### src/rtl/ucd_pkg.sv
// Shared types and constants for the UTF-8 codepoint decoder pipeline.
`timescale 1ns / 1ps
`default_nettype none

package ucd_pkg;

    localparam logic [20:0] REPLACEMENT_CP = 21'h00FFFD;
    localparam logic [20:0] MAX_SCALAR     = 21'h10FFFF;
    localparam logic [20:0] SURR_LOW       = 21'h00D800;
    localparam logic [20:0] SURR_HIGH      = 21'h00DFFF;
    localparam logic [20:0] FLOOR_TWO      = 21'h000080;
    localparam logic [20:0] FLOOR_THREE    = 21'h000800;
    localparam logic [20:0] FLOOR_FOUR     = 21'h010000;
    localparam logic [7:0]  ASCII_LIMIT    = 8'h80;
    localparam logic [7:0]  LEAD_MIN       = 8'hC2;
    localparam logic [7:0]  LEAD_THREE     = 8'hE0;
    localparam logic [7:0]  LEAD_FOUR      = 8'hF0;
    localparam logic [7:0]  LEAD_LIMIT     = 8'hF8;
    localparam logic [7:0]  CONT_MASK      = 8'hC0;
    localparam logic [7:0]  CONT_TAG       = 8'h80;
    localparam logic [2:0]  MAX_WINDOW     = 3'd4;

    typedef enum logic [1:0] {
        KIND_EMPTY,
        KIND_ASCII,
        KIND_BAD,
        KIND_MULTI
    } kind_t;

    typedef struct packed {
        kind_t       kind;
        logic [2:0]  seq_len;
        logic [2:0]  avail;
        logic [7:0]  lead;
        logic [3:1]  cont;
        logic [5:0]  pay1;
        logic [5:0]  pay2;
        logic [5:0]  pay3;
    } s1_t;

    typedef struct packed {
        kind_t       kind;
        logic        complete;
        logic [2:0]  brk;
        logic [2:0]  seq_len;
        logic [20:0] cp;
    } s2_t;

endpackage

`default_nettype wire

### src/rtl/ucd_classify.sv
// Stage one: lead byte class, sequence length and continuation flags.
`timescale 1ns / 1ps
`default_nettype none

module ucd_classify (
    input  wire logic        clk,
    input  wire logic        rst_n,
    input  wire logic        up_valid,
    output logic             up_stall,
    input  wire logic [7:0]  lead_byte,
    input  wire logic [7:0]  second_byte,
    input  wire logic [7:0]  third_byte,
    input  wire logic [7:0]  fourth_byte,
    input  wire logic [2:0]  available_bytes,
    output logic             dn_valid,
    output ucd_pkg::s1_t     dn_data,
    input  wire logic        dn_stall
);

    logic         v_reg;
    logic         v_next;
    logic         load;
    ucd_pkg::s1_t d_reg;
    ucd_pkg::s1_t d_next;

    assign up_stall = v_reg && dn_stall;
    assign load     = !up_stall;
    assign v_next   = up_valid;

    always_comb
    begin
        d_next.avail = (available_bytes > ucd_pkg::MAX_WINDOW) ? ucd_pkg::MAX_WINDOW
                                                               : available_bytes;
        d_next.lead  = lead_byte;
        d_next.pay1  = second_byte[5:0];
        d_next.pay2  = third_byte[5:0];
        d_next.pay3  = fourth_byte[5:0];
        d_next.cont[1] = (second_byte & ucd_pkg::CONT_MASK) == ucd_pkg::CONT_TAG;
        d_next.cont[2] = (third_byte & ucd_pkg::CONT_MASK) == ucd_pkg::CONT_TAG;
        d_next.cont[3] = (fourth_byte & ucd_pkg::CONT_MASK) == ucd_pkg::CONT_TAG;

        if (d_next.avail == 3'd0)
            d_next.kind = ucd_pkg::KIND_EMPTY;
        else if (lead_byte < ucd_pkg::ASCII_LIMIT)
            d_next.kind = ucd_pkg::KIND_ASCII;
        else if (lead_byte < ucd_pkg::LEAD_MIN || lead_byte >= ucd_pkg::LEAD_LIMIT)
            d_next.kind = ucd_pkg::KIND_BAD;
        else
            d_next.kind = ucd_pkg::KIND_MULTI;

        if (lead_byte < ucd_pkg::LEAD_THREE)
            d_next.seq_len = 3'd2;
        else if (lead_byte < ucd_pkg::LEAD_FOUR)
            d_next.seq_len = 3'd3;
        else
            d_next.seq_len = 3'd4;
    end

    always_ff @(posedge clk or negedge rst_n)
    begin
        if (!rst_n)
            v_reg <= 1'b0;
        else if (load)
            v_reg <= v_next;
    end

    always_ff @(posedge clk)
    begin
        if (load && up_valid)
            d_reg <= d_next;
    end

    assign dn_valid = v_reg;
    assign dn_data  = d_reg;

endmodule

`default_nettype wire

### src/rtl/ucd_assemble.sv
// Stage two: break position of the sequence and codepoint assembly.
`timescale 1ns / 1ps
`default_nettype none

module ucd_assemble (
    input  wire logic        clk,
    input  wire logic        rst_n,
    input  wire logic        up_valid,
    input  ucd_pkg::s1_t     up_data,
    output logic             up_stall,
    output logic             dn_valid,
    output ucd_pkg::s2_t     dn_data,
    input  wire logic        dn_stall
);

    logic         v_reg;
    logic         load;
    logic         ok1;
    logic         ok2;
    logic         ok3;
    ucd_pkg::s2_t d_reg;
    ucd_pkg::s2_t d_next;

    assign up_stall = v_reg && dn_stall;
    assign load     = !up_stall;

    assign ok1 = (up_data.avail > 3'd1) && up_data.cont[1];
    assign ok2 = (up_data.avail > 3'd2) && up_data.cont[2];
    assign ok3 = (up_data.avail > 3'd3) && up_data.cont[3];

    always_comb
    begin
        d_next.kind     = up_data.kind;
        d_next.seq_len  = up_data.seq_len;
        d_next.complete = 1'b0;
        d_next.brk      = 3'd1;
        d_next.cp       = {13'd0, up_data.lead};

        // first missing or non-continuation byte
        if (!ok1)
            d_next.brk = 3'd1;
        else if (up_data.seq_len > 3'd2 && !ok2)
            d_next.brk = 3'd2;
        else if (up_data.seq_len > 3'd3 && !ok3)
            d_next.brk = 3'd3;
        else
            d_next.complete = 1'b1;

        if (up_data.kind == ucd_pkg::KIND_MULTI)
        begin
            unique case (up_data.seq_len)
                3'd2:    d_next.cp = {10'd0, up_data.lead[4:0], up_data.pay1};
                3'd3:    d_next.cp = {5'd0, up_data.lead[3:0], up_data.pay1, up_data.pay2};
                default: d_next.cp = {up_data.lead[2:0], up_data.pay1, up_data.pay2,
                                      up_data.pay3};
            endcase
        end
    end

    always_ff @(posedge clk or negedge rst_n)
    begin
        if (!rst_n)
            v_reg <= 1'b0;
        else if (load)
            v_reg <= up_valid;
    end

    always_ff @(posedge clk)
    begin
        if (load && up_valid)
            d_reg <= d_next;
    end

    assign dn_valid = v_reg;
    assign dn_data  = d_reg;

endmodule

`default_nettype wire

### src/rtl/ucd_check.sv
// Stage three: overlong, surrogate and range checks, result register.
`timescale 1ns / 1ps
`default_nettype none

module ucd_check (
    input  wire logic        clk,
    input  wire logic        rst_n,
    input  wire logic        up_valid,
    input  ucd_pkg::s2_t     up_data,
    output logic             up_stall,
    output logic             dn_valid,
    output logic [20:0]      codepoint,
    output logic [2:0]       consumed,
    input  wire logic        dn_stall
);

    logic        v_reg;
    logic        load;
    logic        bad_val;
    logic [20:0] floor_cp;
    logic [20:0] cp_reg;
    logic [20:0] cp_next;
    logic [2:0]  used_reg;
    logic [2:0]  used_next;

    assign up_stall = v_reg && dn_stall;
    assign load     = !up_stall;

    always_comb
    begin
        unique case (up_data.seq_len)
            3'd2:    floor_cp = ucd_pkg::FLOOR_TWO;
            3'd3:    floor_cp = ucd_pkg::FLOOR_THREE;
            default: floor_cp = ucd_pkg::FLOOR_FOUR;
        endcase

        bad_val = (up_data.cp < floor_cp)
               || (up_data.cp >= ucd_pkg::SURR_LOW && up_data.cp <= ucd_pkg::SURR_HIGH)
               || (up_data.cp > ucd_pkg::MAX_SCALAR);

        unique case (up_data.kind)
            ucd_pkg::KIND_EMPTY:
            begin
                cp_next   = ucd_pkg::REPLACEMENT_CP;
                used_next = 3'd0;
            end
            ucd_pkg::KIND_ASCII:
            begin
                cp_next   = up_data.cp;
                used_next = 3'd1;
            end
            ucd_pkg::KIND_BAD:
            begin
                cp_next   = ucd_pkg::REPLACEMENT_CP;
                used_next = 3'd1;
            end
            default:
            begin
                if (!up_data.complete)
                begin
                    cp_next   = ucd_pkg::REPLACEMENT_CP;
                    used_next = up_data.brk;
                end
                else if (bad_val)
                begin
                    cp_next   = ucd_pkg::REPLACEMENT_CP;
                    used_next = 3'd1;
                end
                else
                begin
                    cp_next   = up_data.cp;
                    used_next = up_data.seq_len;
                end
            end
        endcase
    end

    always_ff @(posedge clk or negedge rst_n)
    begin
        if (!rst_n)
            v_reg <= 1'b0;
        else if (load)
            v_reg <= up_valid;
    end

    always_ff @(posedge clk)
    begin
        if (load && up_valid)
        begin
            cp_reg   <= cp_next;
            used_reg <= used_next;
        end
    end

    assign dn_valid  = v_reg;
    assign codepoint = cp_reg;
    assign consumed  = used_reg;

endmodule

`default_nettype wire

### src/rtl/utf8_codepoint_decoder.sv
// A window passes through the classify, assemble and check stage registers in that order.
// Throughput: one window per cycle while out_stall is low; each stage register reloads whenever it is empty
// or the stage after it moves on, so bubbles close up under stall.
// Reset (rst_n low, asynchronous) clears the three stage valid bits; payload is not reset.
// No state is kept between windows.
`timescale 1ns / 1ps
`default_nettype none

module utf8_codepoint_decoder (
    input  wire logic        clk,
    input  wire logic        rst_n,
    input  wire logic        in_valid,
    output logic             in_stall,
    input  wire logic [7:0]  lead_byte,
    input  wire logic [7:0]  second_byte,
    input  wire logic [7:0]  third_byte,
    input  wire logic [7:0]  fourth_byte,
    input  wire logic [2:0]  available_bytes,
    output logic             out_valid,
    input  wire logic        out_stall,
    output logic [20:0]      codepoint,
    output logic [2:0]       consumed
);

    logic          s1_valid;
    logic          s1_stall;
    ucd_pkg::s1_t  s1_data;
    logic          s2_valid;
    logic          s2_stall;
    ucd_pkg::s2_t  s2_data;

    ucd_classify u_classify (
        .clk             (clk),
        .rst_n           (rst_n),
        .up_valid        (in_valid),
        .up_stall        (in_stall),
        .lead_byte       (lead_byte),
        .second_byte     (second_byte),
        .third_byte      (third_byte),
        .fourth_byte     (fourth_byte),
        .available_bytes (available_bytes),
        .dn_valid        (s1_valid),
        .dn_data         (s1_data),
        .dn_stall        (s1_stall)
    );

    ucd_assemble u_assemble (
        .clk      (clk),
        .rst_n    (rst_n),
        .up_valid (s1_valid),
        .up_data  (s1_data),
        .up_stall (s1_stall),
        .dn_valid (s2_valid),
        .dn_data  (s2_data),
        .dn_stall (s2_stall)
    );

    ucd_check u_check (
        .clk       (clk),
        .rst_n     (rst_n),
        .up_valid  (s2_valid),
        .up_data   (s2_data),
        .up_stall  (s2_stall),
        .dn_valid  (out_valid),
        .codepoint (codepoint),
        .consumed  (consumed),
        .dn_stall  (out_stall)
    );

    // back-pressure only ever comes from a full pipe
    a_stall_source: assert property (@(posedge clk) disable iff (!rst_n)
        in_stall |-> (out_valid && out_stall && s1_valid && s2_valid))
        else $error("input stalled without a full pipe");

    a_empty_window: assert property (@(posedge clk) disable iff (!rst_n)
        (out_valid && consumed == 3'd0) |-> (codepoint == ucd_pkg::REPLACEMENT_CP))
        else $error("zero consumed without replacement");

    a_scalar_range: assert property (@(posedge clk) disable iff (!rst_n)
        out_valid |-> (codepoint <= ucd_pkg::MAX_SCALAR && consumed <= ucd_pkg::MAX_WINDOW))
        else $error("result out of range");

    a_no_surrogate: assert property (@(posedge clk) disable iff (!rst_n)
        out_valid |-> !(codepoint >= ucd_pkg::SURR_LOW && codepoint <= ucd_pkg::SURR_HIGH))
        else $error("surrogate emitted");

    a_ascii_pass: assert property (@(posedge clk) disable iff (!rst_n)
        (in_valid && !in_stall && available_bytes != 3'd0 && !lead_byte[7])
        ##1 !s1_stall ##1 !s2_stall
        |=> (out_valid && consumed == 3'd1 && codepoint == {13'd0, $past(lead_byte, 3)}))
        else $error("ASCII byte not passed through");

endmodule

`default_nettype wire
### config.mk
export PLATFORM = sky130hd
export DESIGN_NAME = utf8_codepoint_decoder
export DESIGN_NICKNAME = d
export VERILOG_FILES = /design/src/rtl/ucd_pkg.sv /design/src/rtl/ucd_classify.sv /design/src/rtl/ucd_assemble.sv /design/src/rtl/ucd_check.sv /design/src/rtl/utf8_codepoint_decoder.sv
export SDC_FILE = /design/constraint.sdc
export NUM_CORES = 1
export LEC_CHECK = 0
export BUFFER_PORTS_ARGS = -buffer_cell sky130_fd_sc_hd__buf_4
export CAP_MARGIN = 25
export CORE_ASPECT_RATIO = 0.6
export CORE_MARGIN = 4
export CORE_UTILIZATION = 29
export DETAILED_ROUTE_END_ITERATION = 12
export PLACE_DENSITY_LB_ADDON = 0.25
export SETUP_SLACK_MARGIN = 0.3
export SLEW_MARGIN = 20
export SYNTH_ARGS = -nofsm -noshare
export SYNTH_HDL_FRONTEND = slang
export SYNTH_SLANG_ARGS = --single-unit
### constraint.sdc
create_clock -name clk -period 2.9 [get_ports clk]
set_input_delay 0.435 -clock clk [delete_from_list [all_inputs] [get_ports clk]]
set_output_delay 0.435 -clock clk [all_outputs]
set_load 0.01 [all_outputs]
==> summary.txt <==
Run status
  • Status: finished, final reports clean

Setup path
  • Reg-to-reg critical path startpoint: u_assemble.dn_data[16]$_SDFFCE_PP0P_
  • Startpoint types: flop
  • Crit path DAT: 2420 ps
  • Worst path required time: 3080 ps
  • CP endpoint kind: flop
  • Critical Path Source: u_assemble.dn_data[16]$_SDFFCE_PP0P_
  • Largest fanout on the critical path: 10
  • Kind of critical path: reg -> reg

Timing
  • Crit path time final: 2230 ps
  • Slew margin rel.: 0.460
  • Final hold violations: 0
  • Hold Slack: 269 ps
  • Tcrit/Tclk final: 0.770
  • Worst-Margin Slew: 808 ps
  • Setup TNS: 0 ps
  • Crit path setup slack, layout: 668 ps
  • F_max: 448 MHz
  • Pins over their slew limit: 0
  • Final setup violation count: 0
  • RSZ-0062 raised after global routing: no
  • Layout Skew: 5.17 ps

Synthesis
  • Post-Synthesis Cells: 305
  • Netlist area before placement: 0.00401 mm^2
  • Post-synth EDFFs: 90
  • Synth warn: 0
  • Syn Area/Cell: 13.1 um^2
  • Yosys reg bits: 93
  • Library cells used by synthesis: 34
  • Asr flop ratio synth: 0.0323
  • Ys flop type: edfxtp_1
  • Sequential element share of the synthesized area: 0.694
  • Net Count, Synth: 350

Power and ir drop
  • Pleak: 0.00185 uW
  • Cell Pwr Density: 684 mW/mm^2
  • Max VDD drop: 0.312 mV

GRT
  • M1 GR Usage: 0.178
  • GRT Util Overall: 0.110
  • Initial antenna violation count: 0
  • Global-route met2 utilization: 0.124
  • Total grt overflow: 0
  • Vias in the first global route: 2404
  • Gr busiest metal: met1
  • First-pass GRT wire length: 13400 um
  • Grt met3 use: 0.0510
  • Largest net degree at the start of global routing: 38

Clock tree
  • Root buffer cell: clkbuf_16
  • Worst skew pair latency: 340 ps
  • Post-CTS Hold Buffers: 1
  • Sink Count: 93
  • CTS Buffer Depth: 2
  • CTS clk-pin slew, worst paths: 60 ps
  • Clock buffers created by TritonCTS: 9
  • # Post-CTS Setup Buffers: 0
  • Post-CTS sizing: 0
  • Htree depth: 3
  • CTS tree: yes

Route
  • DR pass1 iterations: 5
  • Wire per inst: 15.5 um
  • Vias: 2560
  • DRC: 0
  • Final wirelength: 8500 um
  • Via density: 4.68
  • DR iter-0 viols: 159
  • Antenna viol nets, final: 0

Placed design
  • Post-DP HPWL: 6250 um
  • Worst slack, placed: 715 ps
  • GP Congestion: 0.881
  • I/O Buffers: 64
  • Placed cell count: 530

Floorplan
  • Die Width: 160 um
  • IO Pins: 65
  • Die area: 0.0158 mm^2
  • Vert. Die Dim: 99.0 um
  • Core area: 0.0132 mm^2
  • Std cell rows: 32
  • Initial core utilization: 0.304

Run
  • Max Cap Violations: 0

Final layout
  • Multi-input logic area: 0.00115 mm^2
  • Final std cells w/o fill: 547
  • Layout cells sized above 1: 0.239
  • Final core utilization: 0.382
  • Final #Nets: 417
  • Layout area overhead: 25.7%
  • # diodes: 0
  • Sequential Area: 0.00278 mm^2
  • Fill cells: 1246

Min path
  • Hold path start: second_byte[4]
  • Hold Path Class: in -> reg
-- flip-flops by register name (all words and copies together) (netlist names) --
name and count:
u_check.codepoint 21, u_check.consumed 3, u_assemble.dn_data 29, u_check.dn_valid 1, u_classify.dn_valid 1, u_classify.dn_data 37, u_assemble.dn_valid 1
-- through the flow --
stage	cell area, um^2	power [uW]
3_3_place_gp	4690	2150
3_5_place_dp	4690	2160
4_1_cts	5040	3490
2_1_floorplan	4010	1960
5_1_grt	5040	3600
6_report	5040	3450
-- placed cells by master (no fill, tap or decap), drive strengths merged, types with 2 or more instances in the layout --
| cell type | n |
|---|---|
| inv | 4 |
| and2 | 2 |
| or4 | 3 |
| a211oi | 3 |
| clkinv | 3 |
| nor3 | 20 |
| ha | 6 |
| nand4 | 4 |
| a21o | 2 |
| mux2i | 11 |
| nand2b | 4 |
| buf | 71 |
| o21ai | 13 |
| nor2 | 17 |
| edfxtp | 90 |
| nand3 | 9 |
| nand2 | 19 |
| clkbuf | 10 |
| nor2b | 12 |
| dfrtp | 3 |
| nor3b | 10 |
| o41ai | 2 |
| a21oi | 47 |
| bufinv | 3 |
-- kinds of logic (layout without fill, tap and decap cells) --
logic type | count (synthesis) | count (layout) | share of synthesized area
flops | 93 | 93 | 0.694
fa+ha+maj | 6 | 6 | 0.0187
mux | 11 | 11 | 0.0275
compound gates | 72 | 72 | 0.104
simple gates | 103 | 103 | 0.135
buf+inv | 20 | 92 | 0.0209
-- critical path, cell delays in order (launching register included) --
cell and delay (ps):
edfxtp_1 450, or4_4 550, o41ai_4 570, buf_4 270, nor3_1 60, a21oi_1 180
-- layer usage --
metal | vias up | part of all wire
met1 | 1174 | 0.55
met3 | 9 | 0.086
met2 | 91 | 0.35
met4 | 0 | 0.0099
met5 | - | 0
li1 | 1286 | -
-- path summary, 6_finish.rpt --
check	end	slack [ps]	depth (start not counted)
min	u_classify.dn_data[16]$_DFFE_PP_	270	1
min in group asynchronous	u_classify.dn_valid$_DFFE_PN0N_	420	2
max reg2reg	u_check.codepoint[7]$_DFFE_PP_	670	5
max in group asynchronous	u_assemble.dn_valid$_DFFE_PN0N_	2390	2
max	u_check.codepoint[7]$_DFFE_PP_	670	5
min reg2reg	u_assemble.dn_valid$_DFFE_PN0N_	470	1
-- synth_stat cells, types with 4 or more instances --
library cell  instances  area share
edfxtp_1             90        0.67
a21oi_1              47       0.059
nor3_1               20       0.025
nand2_1              19       0.018
nor2_1               17       0.016
clkbuf_1             14       0.013
nor2b_1              12       0.019
o21ai_0              12       0.015
mux2i_1              11       0.027
nor3b_1              10       0.019
nand3_1               9       0.011
ha_1                  6       0.019
inv_1                 4      0.0037
nand2b_1              4      0.0062
nand4_1               4      0.0062
-- report_power, final --
group	leakage (uW)	internal, uW	switching (uW)
clock	0.000164	842	475
combinational	0.000782	181	228
sequential	0.000905	1640	83.8
total	0.00185	2660	787
-- cell type report --
type                            count  area share
Multi-Input combinational cell    192       0.228
Sequential cell                    93       0.552
Inverter                            4     0.00298
Clock buffer                       10      0.0455
Tap cell                          170      0.0422
Clock inverter                      6      0.0221
Timing Repair Buffer               72       0.108
No activity file was read; power rests on OpenSTA's default activity.
